### config.mk
export PLATFORM = sky130hd
export DESIGN_NAME = ppp_queue
export DESIGN_NICKNAME = d
export VERILOG_FILES = /design/src/rtl/ppp_queue.sv
export SDC_FILE = /design/constraint.sdc
export NUM_CORES = 1
export LEC_CHECK = 0
export ABC_AREA = 1
export BUFFER_PORTS_ARGS = -buffer_cell sky130_fd_sc_hd__buf_2
export CORE_MARGIN = 2
export CORE_UTILIZATION = 47
export CTS_CLUSTER_DIAMETER = 120
export DETAILED_ROUTE_END_ITERATION = 8
export GPL_TIMING_DRIVEN = 0
export PLACE_DENSITY_LB_ADDON = 0.25
export SLEW_MARGIN = 10
export SYNTH_ARGS = -nofsm -noshare
export SYNTH_HDL_FRONTEND = slang
export SYNTH_SLANG_ARGS = --single-unit
### constraint.sdc
create_clock -name clk -period 5.3 [get_ports clk]
set_input_delay 0.53 -clock clk [delete_from_list [all_inputs] [get_ports clk]]
set_output_delay 0.53 -clock clk [all_outputs]
set_load 0.1 [all_outputs]
### src/rtl/ppp_queue.sv
`timescale 1ns / 1ps
// Two-entry queue between the front end and the datapath.
// Depends on nothing but its width parameter.
module ppp_queue #(
  parameter int QW = 105
) (
  input  logic          clk,
  input  logic          rst,
  input  logic          push,
  input  logic [QW-1:0] wdata,
  input  logic          pop,
  output logic [QW-1:0] rdata,
  output logic          full,
  output logic          empty
);
  logic [QW-1:0] mem [2];
  logic          wptr;
  logic          rptr;
  logic [1:0]    count;

  assign full  = (count == 2'd2);
  assign empty = (count == 2'd0);
  assign rdata = mem[rptr];

  // Pointer and fill-level bookkeeping.
  always_ff @(posedge clk) begin
    if (rst) begin
      wptr  <= 1'b0;
      rptr  <= 1'b0;
      count <= 2'd0;
    end else begin
      if (push) wptr <= ~wptr;
      if (pop) rptr <= ~rptr;
      count <= count + 2'(push) - 2'(pop);
    end
  end

  // Storage.
  always_ff @(posedge clk) begin
    if (push) mem[wptr] <= wdata;
  end
endmodule

== Yosys cells after proc, flatten, opt, wreduce, memory -nomap -nowiden ==
Memories as Yosys holds them, arrays and structs flattened. A register that Yosys moved wholly into a read port is not among the register bits.
Index checks and enable logic that the tools add are counted.
Storage, ports and cells
  register bits after elaboration: 4
  bits in writable memories: 210
  bits of input ports: 109
  output and inout bits: 107
  memories kept: 1
Memory list
  mem: words 2, width 105, read ports 1, clocked after Yosys merged registers in 1, wr ports 1, line 16  | logic [QW-1:0] mem [2];
Operators by class
  $add $sub $neg: 2
  eq/ne operators: 1
  multiplexer cells: 4
  bitwise gates (word level): 2
  reduce and logical (&&, ||, !) cells: 1
Operators by type and width (count)
  1-bit 2-to-1 mux: 4
  2-bit by 1-bit adder with 2-bit output: 1
  2-bit == test, second input constant: 1
  2-bit zero test: 1
  1-bit NOT: 2
  2-bit by 1-bit subtractor with 2-bit output: 1

== Logic depth before layout (Yosys ltp) ==
Gate-level depths: netlist of the first run.
  word-level depth: 3
  mapped depth: 9
  depth with buffers taken out: 9

== Worst setup path before layout of the first run ==
No wires, ideal clock.
  path kind: input port to flip-flop
  from: in push
  to: mem mem[0][0] (enable)
  setup time: 0.573 ns
  data arrival time: 4.964 ns
  data required time: 4.727 ns
  path slack: -0.237 ns
  cell stages on the path: 2
  cells stage by stage: inv_1 -> nor2_1
Between the ends
  longest elaborated chain between the ends: 2
Ends and longest elaborated chain
  start, declared: line 9  | input logic push,
  1-bit 2-to-1 mux: line 40  | if (push) mem[wptr] <= wdata;
  1-bit 2-to-1 mux (implied by the code): line 40
  end, declared: line 16
Every way passes these cells.

==> impl_results.md, run 1 <==
* Clock latency on the worst-skew pair at 0.49 ns
* Register-to-Register Path Depth at 3
* Hold buffer count at cts at 0
* FMAX at 414.4 MHz
* Crit path kind: reg2out
* DRT iter0 DRCs at 154
* Share of layout cells above drive strength 1 at 60.26%
* Crit path DAT at between 1.5 and 2 ns
* Final setup violation count at 0
* Core Area at around 0.017 sq mm
* DRC errors left at 0
* RSZ-0062 raised after global routing: no
* Dpl ws at 3.328 ns
* Relative max-transition margin at 60.39%
* Global-route wire length before repair at about 22000 um
* Worst setup margin at 2.887 ns
* Synth cell types at 16
* R2r startpoint: wptr$_SDFFE_PP0P_
* Post-CTS Resized at 0
* Initial Utilization at a little under 50%
* Initial antenna violation count at 0
* Met3 usage at 5.893%
* Die Wd at 134.9 um
* Switch Pwr at 1399 uW
* Run status: completed
* CP Data Required Time at 4.77 ns
* Max VDD drop at 0.0003318 V
* CP max stage cell: dfxtp_1
* FP Rows at 47
* PwrDens at 441.7 mW/mm^2
* First-pass detailed-route iteration total at 4
* Sequential fraction of the synthesis area at slightly below 80%
* Part of the power in the clock network at 33.3%
* Synthesized area at a little over 0.008 sq mm
* M2 GR Usage at 26.45%
* Clock transition at path regs at 0.06 ns
* Setup TNS Final at 0 ns
* Tot GR Track Use at 15.20%
* Synth Instances at between 300 and 400
* Worst Hold Path EP: mem[0][18]$_DFFE_PP_
* HP Class: in2reg
* Largest net degree at the start of global routing at 61
* Die area at 0.01819 sq mm
* Hold path depth at 1
* Via Count at about 4.1k
* Die H at 134.9 um
* Total Nets Final at 713
* Sequential Power Share at 43.9%
* Hold Startpoint: wdata[18]
* Internal at roughly 3100 uW
* Gr ovfl total at 0
* Critical Path Source Type: flip-flop
* P&R area growth vs syn at 27.37%
* Reg2Reg Capture Point: mem[1][8]$_DFFE_PP_
* Final hold violations at 0
* Leak at between 0.004 and 0.005 uW
* Final ANT Viol Nets at 0
* Worst Setup End Kind: output port
* Net Sw Frac at 30.88%
* Max cap viols at 0
* Most frequent cells in the layout: 220 x buf_2, 210 x edfxtp_1, 55 x mux2_2
* Buffer and inverter count on the worst path at 4
* Fin crit share at 45.53%
* H-tree levels at 1
* Comb pwr share at between 20% and 30%
* Slew Limit Fails at 0
* WL/cell at 17.00 um
* Post-Route Skew at 0.01921 ns
* CTS tree: built
* DR vias/cell at 4.872
* Most common cell after layout, fill and taps aside: buf_2
* Met1 GRT Util at 17.49%
* Placed instance count at 798
* Max Root-Sink Buffers at 3
* Antenna cells at 0
* Input/output buffers at 215
* Syn nets at approximately 470
* Yosys top cell by area: edfxtp_1
* Postcts setup bufs at 0
* Ranking of synthesized cells by area: edfxtp_1 78%, mux2_4 9.3%, mux2_2 7.7%
* CTS Buf Count at 22
* RD Place Congestion at around 0.71
* I/O pins at 216
* DRT Wirelength at 14180 um
* Top Usage Layer GRT: met2
* Area share of the largest cell type after synthesis at 78.32%
* Root buffer cell: clkbuf_16
* Period minus WS final at approximately 2.4 ns
* Warnings from Yosys at 0
* CP Cell Sequence: buf_6 -> buf_8 -> buf_12 -> mux2_4 -> buf_2
* Clock sinks at 215
* Mean Syn Cell Area at 22.49 sq um
* R2R setup slack at ~3.7 ns
* Max incr delay on CP at approximately 0.32 ns
* Least-Margin Pin Slew at 0.5928 ns
* DP HPWL at ~9700 um
* Final Instance Count excl. Fillers at 834
* Crit path max-delay family: buffers and inverters
* Yosys reg bits at 215
* Vias in the first global route at 4389
* Critical Path Fanout Max at 10
## power by group through the flow
stage / Sequential, uW / Clock [uW] / Combinational, uW
after floorplan: 2030 / 0 / 864
after global placement: 2030 / 0 / 1010
after detailed placement: 2030 / 0 / 1040
after CTS: 1990 / 1540 / 1040
after global routing: 2000 / 1620 / 1070
final: 1990 / 1510 / 1030
## how the worst max path moves through the flow
stage,depth (start not counted),slack (ns),from,end
2_1_floorplan,2,1.59,push,mem[0][0]$_DFFE_PP_
3_3_place_gp,3,0.03,push,mem[0][61]$_DFFE_PP_
6_report,5,2.89,flip-flop,rdata[85]
3_5_place_dp,5,3.33,push,mem[0][72]$_DFFE_PP_
4_1_cts,5,2.84,flip-flop,rdata[85]
5_1_grt,5,2.81,flip-flop,rdata[85]
## routing by layer
layer  wire length, um  part of all wire [%]
met2              6997                    49
met4               233                   1.6
met5                 0                     0
met3              1519                    11
met1              5427                    38
## cell usage after synthesis
| master | count |
|---|---|
| edfxtp_1 | 210 |
| mux2_2 | 55 |
| mux2_4 | 50 |
| inv_1 | 8 |
| nor2_1 | 8 |
| buf_12 | 5 |
| buf_2 | 5 |
| dfxtp_1 | 5 |
| nand2_1 | 4 |
| ha_1 | 2 |
| a21oi_1 | 1 |
| buf_6 | 1 |
| buf_8 | 1 |
| nand3_1 | 1 |
| nor3_1 | 1 |
| xnor2_1 | 1 |
## per-stage QoR
stage	cell area, sq um	power (uW)	util (%)	hold WS [ns]
global placement	9405	3046	56.51	0.4965
global route	10250	4683	61.62	0.2041
floorplan	8054	2891	-	0.4799
detailed placement	9545	3066	57.36	0.5171
CTS	10250	4575	61.62	0.2025
finish	10250	4530	61.62	0.2257
## kinds of logic (layout without fill, tap and decap cells)
logic type,after synthesis,in the layout,share of synthesized area [%]
AO/OA/AOI/OAI,1,1,0.06210
flip-flops,215,215,79.56
buffers and inverters,20,276,2.253
XOR/XNOR,1,1,0.1088
multiplexers,105,105,17.02
AND/OR/NAND/NOR,14,14,0.6836
adder cells (fa/ha/maj),2,2,0.3108
## state kept, by name (all words and copies together), names as in the netlist, named ones only
register	flops
mem	210
rptr	1
count	2
wptr	1
## cell type report
cell class / count / area [sq um]
Sequential cell: 215 / 6406
Fill cell: 1228 / 6387
Multi-Input combinational cell: 123 / 1471
Timing Repair Buffer: 220 / 1206
Clock buffer: 28 / 594.3
Tap cell: 220 / 275.3
Buffer: 12 / 151.4
Clock inverter: 8 / 115.1
Inverter: 8 / 35.03
(Power assumes the default switching activity.)
==> run 2, diff against run 1 <==
Clock period 5.3 ns to 2 ns, I/O delays scaled along.
==> impl_results.md, run 2 (synthesized netlist as in run 1, its figures left out) <==
* Least-Margin Pin Slew at 0.8830 ns (+0.2902 ns)
* Via Count at 4584 (+13%)
* Comb pwr share at 27.3% (+4.5 points)
* Slew Limit Fails at 0 (unchanged)
* Critical Path Source Type: flip-flop
* Switch Pwr at 3895 uW (+180%)
* Largest Register: mem
* M2 GR Usage at 33.31% (+6.9 points)
* Global-route wire length before repair at 25430 um (+18%)
* DRT Wirelength at 17760 um (+25%)
* Clock transition at path regs at 0.06 ns (about the same)
* I/O pins at 216 (unchanged)
* DP HPWL at 9774 um (+1.2%)
* RSZ-0062 raised after global routing: yes
* Most frequent cells in the layout: 210 x edfxtp_1, 110 x buf_2, 107 x dlygate4sd3_1
* CTS Buf Count at 22 (unchanged)
* Crit-path most repeated cell: buf_12
* P&R area growth vs syn at 51.06%
* Sequential Power Share at 42.4% (-1.5 points)
* Final Power at 12470 uW (+180%)
* Vias in the first global route at 5002 (+14%)
* PwrDens at 1026 mW/mm^2 (+130%)
* Buffer and inverter count on the worst path at 4 (unchanged)
* Most common cell after layout, fill and taps aside: edfxtp_1
* Post-Route Skew at 0.002871 ns (-0.01634 ns)
* Max VDD drop at 0.0007544 V (+130%)
* DRT iter0 DRCs at 177 (+15%)
* Max incr delay on CP at 0.33 ns (about the same)
* Fin crit share at 98.19%
* Share of layout cells above drive strength 1 at 51.04% (-9.2 points)
* Met3 usage at 5.480% (-0.41 points)
* H-tree levels at 1 (unchanged)
* FP Rows at 47 (unchanged)
* Die H at 134.9 um (unchanged)
* Leak at 0.004736 uW (+18%)
* Max Root-Sink Buffers at 3 (unchanged)
* Clock sinks at 215 (unchanged)
* HP Class: in2reg
* Root buffer cell: clkbuf_16
* Fillers at 931 (-24%)
* CP Cell Sequence: buf_6 -> buf_12 -> buf_12 -> mux2_4 -> buf_12
* Net Sw Frac at 31.23% (+0.35 points)
* Run status: completed
* First-pass detailed-route iteration total at 6 (+2)
* Internal at 8578 uW (+170%)
* Max cap viols at 0 (unchanged)
* Relative max-transition margin at 41.00% (-19 points)
* Gr ovfl total at 0 (unchanged)
* Part of the power in the clock network at 30.3% (-3.0 points)
* Clock latency on the worst-skew pair at 0.48 ns (about the same)
* Largest net degree at the start of global routing at 38 (-38%)
* DRC errors left at 0 (unchanged)
* Postcts setup bufs at 0 (unchanged)
* Crit path max-delay family: buffers and inverters
* Input/output buffers at 215 (unchanged)
* Top flop regs: mem: 210 flops, count: 2 flops
* Initial antenna violation count at 0 (unchanged)
* Core Area at 0.01664 sq mm (unchanged)
* Finished layout cell area at 0.01216 sq mm (+19%)
* Crit path kind: reg2out
* Total Nets Final at 820 (+15%)
* Worst Setup End Kind: output port
* Final Instance Count excl. Fillers at 944 (+13%)
* CTS tree: built
* Top Usage Layer GRT: met2
* DR vias/cell at 4.856 (-0.32%)
* DP Area at 0.009518 sq mm (-0.29%)
* WL/cell at 18.82 um (+11%)
* Placed instance count at 798 (unchanged)
* CP max stage cell: mux2_4
* Initial Utilization at 48.38% (unchanged)
* Crit path DAT at 1.76 ns (-0.12 ns)
* Die area at 0.01819 sq mm (unchanged)
* RD Place Congestion at 0.7339 (+3.0%)
* FMAX at 509.2 MHz
* Die Wd at 134.9 um (unchanged)
* Period minus WS final at 1.964 ns
* Largest register FFs at 210 (unchanged)
* CP Data Required Time at 1.80 ns (-2.97 ns)
* Final setup violation count at 0 (unchanged)
* Met1 GRT Util at 19.99% (+2.5 points)
* Final ANT Viol Nets at 0 (unchanged)
* Critical Path Fanout Max at 10 (unchanged)
* Tot GR Track Use at 17.93% (+2.7 points)
* Final hold violations at 0 (unchanged)
[run 2: worst reg2reg max path: cells and delay by family, from the launching register on]
| kind | cells | cell delay [ns] |
|---|---|---|
| flip-flops | 1 | 0.34 |
| AND/OR/NAND/NOR | 1 | 0.67 |
| buffers and inverters | 2 | 0.53 |
[run 2: worst paths after layout]
kind                      from                   end  cells after the start  slack (ns)
max                  flip-flop             rdata[71]                      5        0.04
min                       push     wptr$_SDFFE_PP0P_                      3        0.04
max reg2reg  wptr$_SDFFE_PP0P_  mem[0][77]$_DFFE_PP_                      3        0.13
min reg2reg  wptr$_SDFFE_PP0P_     wptr$_SDFFE_PP0P_                      2        0.55
[run 2: what timing repair did]
| action | CTS | global route |
|---|---|---|
| hold buffers | 107 | 0 |
| endpoints found under the setup margin | 105 | 52 |
| hold endpoints to repair | 214 | 0 |
| gates resized for setup | 164 | 98 |
[run 2: stage by stage]
stage,setup WS (ns),utilization (%),hold WS (ns),TNS [ns]
after floorplan,-0.3372,-,0.2712,-65.44
after global placement,-1.206,56.59,0.3875,-247.26
after detailed placement,0.007292,57.19,0.3910,0
after CTS,0.0001035,70.49,0.02123,0
after global routing,-0.03566,73.07,0.04644,-1.013
final,0.03610,73.08,0.04307,0
[run 2: power groups by stage]
stage | clock network (uW) | logic, uW | registers (uW)
floorplan | 0 | 2290 | 5360
global placement | 0 | 2680 | 5380
detailed placement | 0 | 2740 | 5370
CTS | 3840 | 3160 | 5280
global route | 4040 | 3510 | 5300
finish | 3780 | 3410 | 5280
[run 2: final cells by class]
cell class	count	area [sq um]	share of cell area, %
sequential	215	6409	52.69
timing repair buffer	327	3136	25.78
multi-input combinational	123	1474	12.12
clock buffer	28	594.3	4.886
tap	220	275.3	2.263
buffer	12	168.9	1.389
clock inverter	10	70.07	0.5761
inverter	8	33.78	0.2777
antenna	1	2.502	0.02057
[run 2: layer usage]
layer  share of wire [%]  vias up  wire length, um
li1                    -     2102                -
met1                  38     2280             6696
met2                  54      182             9512
met3                 7.6       20             1355
met4                 1.1        0              197
met5                   0        -                0
