## src/rtl/ppp_pkg.sv

```systemverilog
`timescale 1ns / 1ps
// Package for the pinhole point projector: request codes, store layout and
// the fixed widths of the internal datapath. No dependencies.
package ppp_pkg;

  // Request codes carried in the op field.
  localparam logic OP_WRITE   = 1'b0;
  localparam logic OP_PROJECT = 1'b1;

  // Coefficient store layout.
  localparam int STORE_DEPTH = 21;
  localparam int POS_BASE    = 9;
  localparam int K_BASE      = 12;
  localparam int IDX_W       = 5;

  // Fixed-point datapath widths.
  localparam int FRAC_BITS    = 16;
  localparam int PROD_LIM_EXP = 60;
  localparam int PROD_W       = 62;
  localparam int SUM_W        = 64;
  localparam int F_BITS       = 58;
  localparam int NUM_W        = 66;
  localparam int DEN_W        = 60;
  localparam int NOISE_W      = 4;

endpackage

```

## src/rtl/ppp_item_if.sv

```systemverilog
`timescale 1ns / 1ps
// Channel interfaces for the projector: input requests and pixel results.
// Depends on ppp_pkg for the index width.
interface ppp_item_if #(parameter int COEF_WIDTH = 32);
  logic                                 valid;
  logic                                 ready;
  logic                                 op;
  logic [ppp_pkg::IDX_W-1:0]            coef_index;
  logic signed [COEF_WIDTH-1:0]         coef_value;
  logic signed [COEF_WIDTH-1:0]         point_x;
  logic signed [COEF_WIDTH-1:0]         point_y;
  logic signed [COEF_WIDTH-1:0]         point_z;
  logic                                 noise_en;
  logic signed [ppp_pkg::NOISE_W-1:0]   noise_u;
  logic signed [ppp_pkg::NOISE_W-1:0]   noise_v;

  modport source (output valid, op, coef_index, coef_value, point_x, point_y, point_z,
                  noise_en, noise_u, noise_v, input ready);
  modport sink (input valid, op, coef_index, coef_value, point_x, point_y, point_z,
                noise_en, noise_u, noise_v, output ready);
endinterface


```

## src/rtl/ppp_front.sv

```systemverilog
`timescale 1ns / 1ps
// Front end: accepts requests, applies coefficient writes to the store and
// forwards projection requests to the queue. Depends on ppp_pkg, ppp_item_if.
module ppp_front #(
  parameter int COEF_WIDTH = 32,
  parameter int QW         = 3 * 32 + 9
) (
  input  logic                         clk,
  ppp_item_if.sink                     item,
  output logic signed [COEF_WIDTH-1:0] coef [ppp_pkg::STORE_DEPTH],
  output logic                         q_push,
  output logic [QW-1:0]                q_data,
  input  logic                         q_full,
  input  logic                         q_empty,
  input  logic                         back_busy
);
  import ppp_pkg::*;

  logic is_write;
  logic take;

  // A write waits until every projection ahead of it has read the store.
  assign is_write   = (item.op == OP_WRITE);
  assign item.ready = is_write ? (q_empty && !back_busy) : !q_full;
  assign take       = item.valid && item.ready;
  assign q_push     = take && !is_write;
  assign q_data     = {item.noise_en, item.noise_u, item.noise_v,
                       item.point_x, item.point_y, item.point_z};

  // Coefficient store; writes beyond the last entry are dropped.
  always_ff @(posedge clk) begin
    if (take && is_write) begin
      for (int i = 0; i < STORE_DEPTH; i++) begin
        if (item.coef_index == IDX_W'(i)) begin
          coef[i] <= item.coef_value;
        end
      end
    end
  end
endmodule

```

## src/flat_wrapper.sv

```systemverilog
// flat-port wrapper written by rule: the top's interface ports become plain ports
module ppp_front_flat import ppp_pkg::*;
#(
  parameter int COEF_WIDTH = 32,
  parameter int QW         = 3 * 32 + 9
)
  (clk, coef, q_push, q_data, q_full, q_empty, back_busy, item_valid, item_op, item_coef_index, item_coef_value, item_point_x, item_point_y, item_point_z, item_noise_en, item_noise_u, item_noise_v, item_ready);
  ppp_item_if #(.COEF_WIDTH(COEF_WIDTH)) item_i ();
  input  logic clk;
  output logic signed [COEF_WIDTH-1:0] coef[ppp_pkg::STORE_DEPTH];
  output logic q_push;
  output logic [QW-1:0] q_data;
  input  logic q_full;
  input  logic q_empty;
  input  logic back_busy;
  input wire logic [$bits(item_i.valid)-1:0] item_valid;
  input wire logic [$bits(item_i.op)-1:0] item_op;
  input wire logic [$bits(item_i.coef_index)-1:0] item_coef_index;
  input wire logic [$bits(item_i.coef_value)-1:0] item_coef_value;
  input wire logic [$bits(item_i.point_x)-1:0] item_point_x;
  input wire logic [$bits(item_i.point_y)-1:0] item_point_y;
  input wire logic [$bits(item_i.point_z)-1:0] item_point_z;
  input wire logic [$bits(item_i.noise_en)-1:0] item_noise_en;
  input wire logic [$bits(item_i.noise_u)-1:0] item_noise_u;
  input wire logic [$bits(item_i.noise_v)-1:0] item_noise_v;
  output wire logic [$bits(item_i.ready)-1:0] item_ready;
  assign item_i.valid = item_valid;
  assign item_i.op = item_op;
  assign item_i.coef_index = item_coef_index;
  assign item_i.coef_value = item_coef_value;
  assign item_i.point_x = item_point_x;
  assign item_i.point_y = item_point_y;
  assign item_i.point_z = item_point_z;
  assign item_i.noise_en = item_noise_en;
  assign item_i.noise_u = item_noise_u;
  assign item_i.noise_v = item_noise_v;
  assign item_ready = item_i.ready;
  ppp_front #(.COEF_WIDTH(COEF_WIDTH), .QW(QW)) u_core (.clk(clk), .item(item_i), .coef(coef), .q_push(q_push), .q_data(q_data), .q_full(q_full), .q_empty(q_empty), .back_busy(back_busy));
endmodule
```

## config.mk

```make
export PLATFORM = sky130hd
export DESIGN_NAME = ppp_front_flat
export DESIGN_NICKNAME = d
export VERILOG_FILES = /design/src/rtl/ppp_pkg.sv /design/src/rtl/ppp_item_if.sv /design/src/rtl/ppp_front.sv /design/src/flat_wrapper.sv
export SDC_FILE = /design/constraint.sdc
export NUM_CORES = 1
export LEC_CHECK = 0
export BUFFER_PORTS_ARGS = -buffer_cell sky130_fd_sc_hd__buf_2
export CAP_MARGIN = 20
export CORE_AREA = 2 2 362 364
export DETAILED_ROUTE_END_ITERATION = 7
export DIE_AREA = 0 0 364 366
export PLACE_DENSITY = 0.45
export SYNTH_ARGS = -nofsm -noshare
export SYNTH_HDL_FRONTEND = slang
export SYNTH_SLANG_ARGS = --single-unit
export TNS_END_PERCENT = 10
```

## constraint.sdc

```tcl
create_clock -name clk -period 11.92 [get_ports clk]
set_clock_uncertainty 0.15 [all_clocks]
set_input_delay 2.384 -clock clk [delete_from_list [all_inputs] [get_ports clk]]
set_output_delay 2.384 -clock clk [all_outputs]
set_load 0.02 [all_outputs]
```

# == Word-level counts from Yosys, hierarchy flattened ==
# Cells that the tools add are included.
# word_totals
reg_bits,672
in_bits,148
output_inout_bits,779
elab_cells,71
# op_classes
eq_ne,20
muxes,1
n_bitwise,1
n_reduce_logical,28
# ops
cell,count
$reduce_and A2 Y1,21
$eq A5 B4 Y1 const B,8
$eq A5 B5 Y1 const B,5
$eq A5 B3 Y1 const B,4
$eq A5 B2 Y1 const B,2
$eq A5 B1 Y1 const B,1
$logic_not A5 Y1,1
$logic_and A1 B1 Y1,4
$logic_not A1 Y1,2
$mux W1,1
$not A1 Y1,1

# == Logic depth before layout (Yosys ltp) ==
# Gate-level depths: netlist (run 1).
# depth
ltp_word,6
ltp_mapped,3
mapped_depth_nobuf,2

# == Worst setup path after synthesis (run 1) ==
# Ideal clock, no wire load.
# synth_timing
kind,input port to flip-flop
from,in item_coef_index[3]
to,"reg u_core.coef[100] in the netlist's numbering, enable pin"
setup_ns,0.512
arrival_time_ns,6.159
required_ns,11.258
slack_ns,5.099
stages,2
n_path_buf,0
path_cell_list,or3b_4 > nor4b_1
# synth_between
elab_chain_cells,2
# synth_lines
element,line_no,source
start: declaration,flat_wrapper.sv:18,input wire logic [$bits(item_i.coef_index)-1:0] item_coef_index;
$eq A5 B5 Y1,ppp_front.sv:34,if (item.coef_index == IDX_W'(i)) begin
$reduce_and A2 Y1 (no source line),--,
end signal: indexed assignment,ppp_front.sv:35,coef[i] <= item.coef_value;
end: declaration,ppp_front.sv:10,"output logic signed [COEF_WIDTH-1:0] coef [ppp_pkg::STORE_DEPTH],"
# No other way between the ends.
# A chain may end at the register's enable or synchronous reset.

# == Final worst setup path (run 1) ==
# layout_timing
from,in back_busy
to,out item_ready
# layout_between
elab_chain_cells,3
# layout_lines
element,line_no,source
start: declaration,flat_wrapper.sv:15,input logic back_busy;
$logic_not A1 Y1,ppp_front.sv:24,assign item.ready = is_write ? (q_empty && !back_busy) : !q_full;
$logic_and A1 B1 Y1,ppp_front.sv:24,
$mux W1,ppp_front.sv:24,
end: declaration,flat_wrapper.sv:26,output wire logic [$bits(item_i.ready)-1:0] item_ready;
# No other way between the ends.

==> results of run 1 <==
==> per-layer routing <==
| metal | vias up | GRT usage (%) | part of all wire (%) |
|---|---|---|---|
| met3 | 188 | 3.36 | 9.2 |
| met2 | 700 | 17.1 | 47 |
| met1 | 5672 | 12.4 | 40 |
| li1 | 4577 | - | - |
| met4 | 2 | 5.11 | 3.9 |
| met5 | - | 0 | 0.015 |
==> cell usage after synthesis <==
| cell | n | area (µm²) |
|---|---|---|
| nand2_1 | 2 | 7.51 |
| or3b_4 | 1 | 11.3 |
| clkbuf_1 | 1 | 3.75 |
| buf_2 | 1 | 5.00 |
| nor4b_1 | 1 | 8.76 |
| a22o_1 | 1 | 8.76 |
| nor2_1 | 1 | 3.75 |
| or2b_1 | 1 | 7.51 |
| or3_1 | 1 | 6.26 |
| or3b_1 | 2 | 17.5 |
| and3_1 | 1 | 6.26 |
| inv_1 | 3 | 11.3 |
| or2_2 | 1 | 6.26 |
| nand2b_1 | 1 | 6.26 |
| nor4_1 | 6 | 37.5 |
| nand4bb_1 | 1 | 11.3 |
| nand3b_1 | 1 | 7.51 |
| nor3_1 | 14 | 70.1 |
| buf_4 | 105 | 788 |
| edfxtp_1 | 672 | 20200 |
==> cell type report <==
| cell class | count | share of cell area [%] |
|---|---|---|
| clock inverters | 40 | 1.36 |
| clock buffers | 88 | 6.54 |
| inverters | 3 | 0.0391 |
| multi-input cells | 35 | 1.15 |
| well taps | 1742 | 7.57 |
| repair buffers | 747 | 13.2 |
| flip-flops and latches | 672 | 70.1 |
| diodes | 4 | 0.0348 |
==> final timing paths <==
kind,startpoint,endpoint,cells past startpoint
setup / recovery,back_busy,item_ready,4
hold / removal,item_coef_value[26],u_core.coef[602]$_DFFE_PP_,1
==> critical path, stage by stage <==
cell and delay (ns):
buf_2 0.12, nor2_1 0.10, a22o_1 0.14, buf_2 0.16
==> power by group <==
group	leakage, nW	switching [mW]	internal (mW)
logic	3.05	0.0546	0.0103
clock network	1.09	0.930	1.23
registers	6.04	0.00118	2.60
==> per-stage QoR <==
stage	cell area [µm²]	instances	utilization (%)
2_1_floorplan	21200	817	-
3_3_place_gp	26500	3199	20.6
3_5_place_dp	26500	3199	20.6
4_1_cts	28800	3327	22.3
5_1_grt	28800	3327	22.3
6_report	28800	3331	22.3
==> cell families after synthesis <==
group | count (synthesis) | synth area share (%)
DFF | 672 | 95.2
and+or+nand+nor | 34 | 0.980
AOI/OAI and AO/OA | 1 | 0.0413
buffers and inverters | 110 | 3.81
==> results.toml, run 1 <==
[final_layout]
final_layout_size_suffix_gt1_share_pct = 54.6
fillerInstances = 13469
largestRegisters = "u_core.coef: 672 flops"
layout.nets = 1680
syn_to_final_growth_pct = 35.8
ff_latch_area_um2 = 20200
largest_reg_flops = 672
largest_register = "u_core.coef"
final_common_cell = "buf_2"
multi_input_area_um2 = 330
mostFrequentLayoutCells = "buf_2, edfxtp_1, clkbuf_16"

[floorplan]
start_util_pct = 16.4
die-area_um2 = 133000
fp.coreArea_um2 = 129000
fp-row-count = 132
die-height_um = 366
io_pins = 927
die_x_um = 364

[cts]
cts.sink_count = 672
htree_levels = 3
clk_pin_slew_worst_paths_ns = 0.06
hold_buffers = 0
cts_setup_buffers = 0
cts_tree = "built"
numCtsBuffers = 73
cts_resized = 0
clock-root-buffer = "clkbuf_16"
cts_buffer_depth = 3

[grt]
grt_max_degree = 33
grt_overflow = 0
track_usage_pct = 10.5
grt_pass1_vias = 11333
grt_pass1_wl_um = 95800
grt_antenna_before_repair = 10

[logic_synthesis]
yosysWarnings = 0
syn_area_um2 = 21200
syn_inst = 817
syn-num-nets = 965
synth_cell_types = 20
ys_seq_area_share_pct = 95.2
ys_ff_latch = 672
avgSynthCellArea_um2 = 26.0

[sta]
fmax_ghz = 0.184
rsz0062_at_grt = "false"
setup_ws_ns = 6.48
slew_violations = 0
tns_ns = 0
worstMarginPinSlew_ns = 0.938
hold_viol = 0
slew_headroom_pct = 37.5
finalCriticalPeriod_ns = 5.44
fin_hold_ws_ns = 1.98
min_period_over_period_pct = 45.6
finalSetupViolCount = 0

[hold_path]
hp-class = "in2reg"

[detailed_routing]
drtPass1Iterations = 4
ant_nets = 0
drt_iter0_drc = 1003
vias = 11139
drc = 0
drt-total-wl_um = 72400
via_per_inst = 3.34
wl_per_cell_um = 21.7

[power]
leakagePower_nw = 10.2
power.density_nw_per_um2 = 168
power.total_mw = 4.83
vdd_drop_max_uv = 155

[placement]
place_congestion = 0.722
numPortBuffers = 716
place_ws_ns = 6.50
post-dp-hpwl_um = 47000

[status]
status = "completed"

[worst_setup_path]
worst_ep_arrival_time_ns = 2.91
cp-start-kind = "primary input"
required_ns = 9.39
worstPathMaxFanout = 2
critPathKind = "in2out"
cp-end-kind = "output port"

[run]
cap_violations = 0
Note: power is estimated with default switching activity, not from simulation.
==> run 2: changes to the inputs <==
==> constraint.sdc (replaced) <==
create_clock -name clk -period 5.05 [get_ports clk]
set_clock_uncertainty 0.15 [all_clocks]
set_input_delay 1.01 -clock clk [delete_from_list [all_inputs] [get_ports clk]]
set_output_delay 1.01 -clock clk [all_outputs]
set_load 0.02 [all_outputs]
==> run 2 against run 1 <==
  * Utilization increased by 0.16 points
  * Critical path type unchanged
  * Sequential cell count unchanged
  * Sequential power increased by 140%
  * Combinational power increased to 2.5 times the previous value
  * Sequential share of layout area decreased by 0.51 points
  * Critical path depth unchanged
  * Highest routed layer unchanged
  * First-iteration DRC count increased by 12%
  * Die area unchanged
==> results.toml, run 2 (synthesis gave the netlist of run 1 again) <==
[power]
power.density_nw_per_um2 = 402
p_int_mw = 9.28
pwr-share-seq_pct = 52.8
power.share.clock_pct = 45.8
p_sw_share_pct = 20.4
power.total_mw = 11.6
leakagePower_nw = 10.3
p_comb_share_pct = 1.4
power.switching_mw = 2.37
vdd_drop_max_uv = 221

[final_layout]
layout.nets = 1694
largest_register = "u_core.coef"
fin_cells = 3348
fillerInstances = 13507
syn_to_final_growth_pct = 36.8
mostFrequentLayoutCells = "buf_2, edfxtp_1, clkbuf_16"
largestRegisters = "u_core.coef: 672 flops"
largest_reg_flops = 672
final_common_cell = "buf_2"
final_layout_size_suffix_gt1_share_pct = 55.5

[floorplan]
die_x_um = 364
fp-row-count = 132
die-area_um2 = 133000
io_pins = 927
start_util_pct = 16.4
die-height_um = 366
fp.coreArea_um2 = 129000

[worst_setup_path]
cp-end-kind = "output port"
cp-start-kind = "primary input"
crit_buf_inv = 2
required_ns = 3.89
crit_family = "buffers and inverters"
crit_chain = "buf_2 > nor2_1 > a22o_1 > buf_2"
worst_ep_arrival_time_ns = 1.52
critPathKind = "in2out"
cpMaxStageDelayCell = "buf_2"
cp_common_cell = "buf_2"
worstPathMaxFanout = 2
cp_slowest_stage_delay_ns = 0.17

[sta]
hold_viol = 0
slew_violations = 0
min_period_over_period_pct = 53.0
setup_ws_ns = 2.37
slew_headroom_pct = 43.5
worstMarginPinSlew_ns = 0.848
finalSetupViolCount = 0
rsz0062_at_grt = "false"
finalCriticalPeriod_ns = 2.68
fmax_ghz = 0.374

[placement]
post-dp-hpwl_um = 55500
place_congestion = 0.753
dp_cells = 3210
numPortBuffers = 716
place_ws_ns = 1.81

[detailed_routing]
drt_iter0_drc = 1124
via_per_inst = 3.34
drt-total-wl_um = 80500
vias = 11178
drtPass1Iterations = 5
drc = 0
ant_nets = 0
wl_per_cell_um = 24.1

[cts]
htree_levels = 3
cts_buffer_depth = 3
cts_tree = "built"
numCtsBuffers = 76
cts.sink_count = 672
hold_buffers = 0
cts_setup_buffers = 0
clock-root-buffer = "clkbuf_16"
clk_pin_slew_worst_paths_ns = 0.06
cts_resized = 0

[grt]
grt_pass1_vias = 11756
grt_max_degree = 33
grt_pass1_wl_um = 105000
grt_overflow = 0
track_usage_pct = 11.7
grt_antenna_before_repair = 9

[run]
cap_violations = 0

[status]
status = "completed"

[hold_path]
hp-class = "in2reg"
[run 2: cell types whose count changed in the layout (fill, tap and decap cells not counted), sizes merged]
cell,previous run,this run
inv,10,15
diode,4,3
buf,747,758
bufinv,4,5
clkbuf,88,91
clkinvlp,3,1
[run 2: worst paths after layout]
kind | startpoint | cells past startpoint | end
worst max-delay path | back_busy | 4 | item_ready
worst min-delay path | item_coef_value[28] | 1 | u_core.coef[316]$_DFFE_PP_
[run 2: area by class of cell]
| class | instances | area, µm² | area share [%] |
|---|---|---|---|
| antenna | 3 | 7.51 | 0.0259 |
| clock buffer | 91 | 2000 | 6.90 |
| clock inverter | 44 | 397 | 1.37 |
| inverter | 3 | 11.3 | 0.0388 |
| multi-input combinational | 35 | 339 | 1.17 |
| sequential | 672 | 20200 | 69.6 |
| tap | 1742 | 2180 | 7.51 |
| timing repair buffer | 758 | 3900 | 13.4 |
[run 2: metal layers]
metal | vias to the layer above | track usage (%) | wire length (µm) | share of wire (%)
met4 | 8 | 4.08 | 2250 | 2.8
met1 | 5687 | 14.0 | 32500 | 40
li1 | 4611 | - | - | -
met3 | 164 | 4.70 | 7990 | 9.9
met2 | 708 | 18.8 | 37800 | 47
met5 | - | 0 | 48 | 0.060
[run 2: power by group through the flow]
| stage | clock [mW] | sequential [mW] | combinational, mW |
|---|---|---|---|
| finish | 5.33 | 6.15 | 0.165 |
| global route | 5.73 | 6.15 | 0.181 |
| CTS | 5.52 | 6.15 | 0.171 |
| detailed placement | 0 | 6.27 | 0.172 |
| global placement | 0 | 6.27 | 0.167 |
| floorplan | 0 | 6.28 | 0.134 |
[run 2: per-stage QoR]
step	utilization [%]	cell area [µm²]	hold slack [ns]	setup TNS [ns]
after floorplan	-	21200	0.959	-29.09
after global routing	22.5	29000	0.606	0
after detailed placement	20.6	26600	1.30	0
after CTS	22.5	29000	0.563	0
final	22.5	29000	0.655	0
after global placement	20.6	26600	1.28	0
==> run 3: changes to the inputs <==
==> constraint.sdc (replaced) <==
create_clock -name clk -period 2.75 [get_ports clk]
set_clock_uncertainty 0.15 [all_clocks]
set_input_delay 0.55 -clock clk [delete_from_list [all_inputs] [get_ports clk]]
set_output_delay 0.55 -clock clk [all_outputs]
set_load 0.02 [all_outputs]
==> run 3 against run 2 <==
  * Die area unchanged
  * Utilization increased by 0.40 points
  * Power increased by 84%
  * Final cell count about the same
  * Global-route usage decreased by 0.43 points
  * Setup slack got worse by 1.6 ns
  * First-iteration DRC count decreased by 7.8%
  * Via count about the same
  * Routed wire length decreased by 3.8%
  * Critical path depth decreased by 3
==> results.toml, run 3 (synthesis gave the netlist of run 1 again) <==
[detailed_routing]
vias = 11184
drc = 0
via_per_inst = 3.34
drt_iter0_drc = 1036
drtPass1Iterations = 5
ant_nets = 0
wl_per_cell_um = 23.2
drt-total-wl_um = 77500

[hold_path]
hp-class = "in2reg"
worst_hold_startpoint = "item_coef_value[25]"

[final_layout]
final_area_um2 = 29500
largest_register = "u_core.coef"
final_layout_size_suffix_gt1_share_pct = 55.8
final_common_cell = "buf_2"
largest_reg_flops = 672
layout.nets = 1694
multi_input_area_um2 = 484
ff_latch_area_um2 = 20200
largestRegisters = "u_core.coef: 672 flops"
syn_to_final_growth_pct = 39.3
fillerInstances = 13428
mostFrequentLayoutCells = "buf_2, edfxtp_1, clkbuf_16"

[placement]
numPortBuffers = 716
post-dp-hpwl_um = 53200
place_congestion = 0.757
post_dp_cell_area_um2 = 27100

[worst_setup_path]
required_ns = 2.05
cp_slowest_stage_delay_ns = 0.45
cp-start-kind = "register"
crit_chain = "buf_2"
startpoint = "u_core.coef[648]$_DFFE_PP_"
cpMaxStageDelayCell = "edfxtp_1"
worstPathMaxFanout = 1
cp-end-kind = "output port"
worst_ep_arrival_time_ns = 1.32
crit_family = "flip-flops"
critPathKind = "reg2out"
crit_buf_inv = 1

[grt]
grt_antenna_before_repair = 9
grt_pass1_vias = 11783
grt_overflow = 0
grt_max_degree = 33
grt_pass1_wl_um = 102000
track_usage_pct = 11.2

[cts]
cts.sink_count = 672
cts_tree = "built"
hold_buffers = 0
clk_pin_slew_worst_paths_ns = 0.06
cts_setup_buffers = 0
clock-root-buffer = "clkbuf_16"
htree_levels = 3
cts_resized = 0
cts_buffer_depth = 3
numCtsBuffers = 77

[floorplan]
fp-row-count = 132
die-height_um = 366
die_x_um = 364
die-area_um2 = 133000
fp.coreArea_um2 = 129000
io_pins = 927
start_util_pct = 16.4

[power]
power.density_nw_per_um2 = 728
leakagePower_nw = 10.6
vdd_drop_max_uv = 463

[sta]
fmax_ghz = 0.496
slew_headroom_pct = 57.4
hold_viol = 0
rsz0062_at_grt = "false"
finalCriticalPeriod_ns = 2.02
min_period_over_period_pct = 73.3
finalSetupViolCount = 0
tns_ns = 0
slew_violations = 0
fin_hold_ws_ns = 0.175
worstMarginPinSlew_ns = 0.639

[status]
status = "completed"

[run]
cap_violations = 0
[run 3: changes by cell type in the layout (fill, tap and decap cells not counted), moves of 7 or more]
cell	delta
nor3_4	+14
buf_4	-29
inv_6	-9
clkinv_1	-7
buf_12	+28
nor3_2	-14
[run 3: routing by layer]
metal | wire length, µm | share of wire, % | GRT usage (%)
met4 | 2220 | 2.9 | 4.05
met2 | 37400 | 48 | 18.6
met5 | 66 | 0.085 | 0
met3 | 7090 | 9.2 | 4.42
met1 | 30700 | 40 | 13.1
[run 3: path summary, 6_finish.rpt]
kind / depth (start not counted) / endpoint / slack (ns)
max: 1 / coef[648] / 0.73
min: 1 / u_core.coef[601]$_DFFE_PP_ / 0.18
[run 3: final cells by class]
type | count | share of cell area [%]
Clock buffer | 93 | 6.80
Inverter | 3 | 0.0381
Antenna cell | 4 | 0.0339
Sequential cell | 672 | 68.3
Tap cell | 1742 | 7.38
Multi-Input combinational cell | 35 | 1.64
Timing Repair Buffer | 757 | 14.4
Clock inverter | 40 | 1.42
[run 3: stage by stage]
stage | std cells | power [mW] | setup WS (ns) | util (%)
floorplan | 817 | 11.8 | -0.706 | -
global placement | 3209 | 11.8 | 0.194 | 21.0
detailed placement | 3209 | 11.8 | 0.177 | 21.0
CTS | 3342 | 21.8 | 0.588 | 22.9
global route | 3342 | 22.3 | 0.632 | 22.9
finish | 3346 | 21.5 | 0.734 | 22.9
[run 3: report_power, final]
| part | internal (mW) | switching [mW] |
|---|---|---|
| clock | 5.71 | 4.17 |
| combinational | 0.0493 | 0.265 |
| sequential | 11.3 | 0.00647 |
| total | 17.0 | 4.44 |
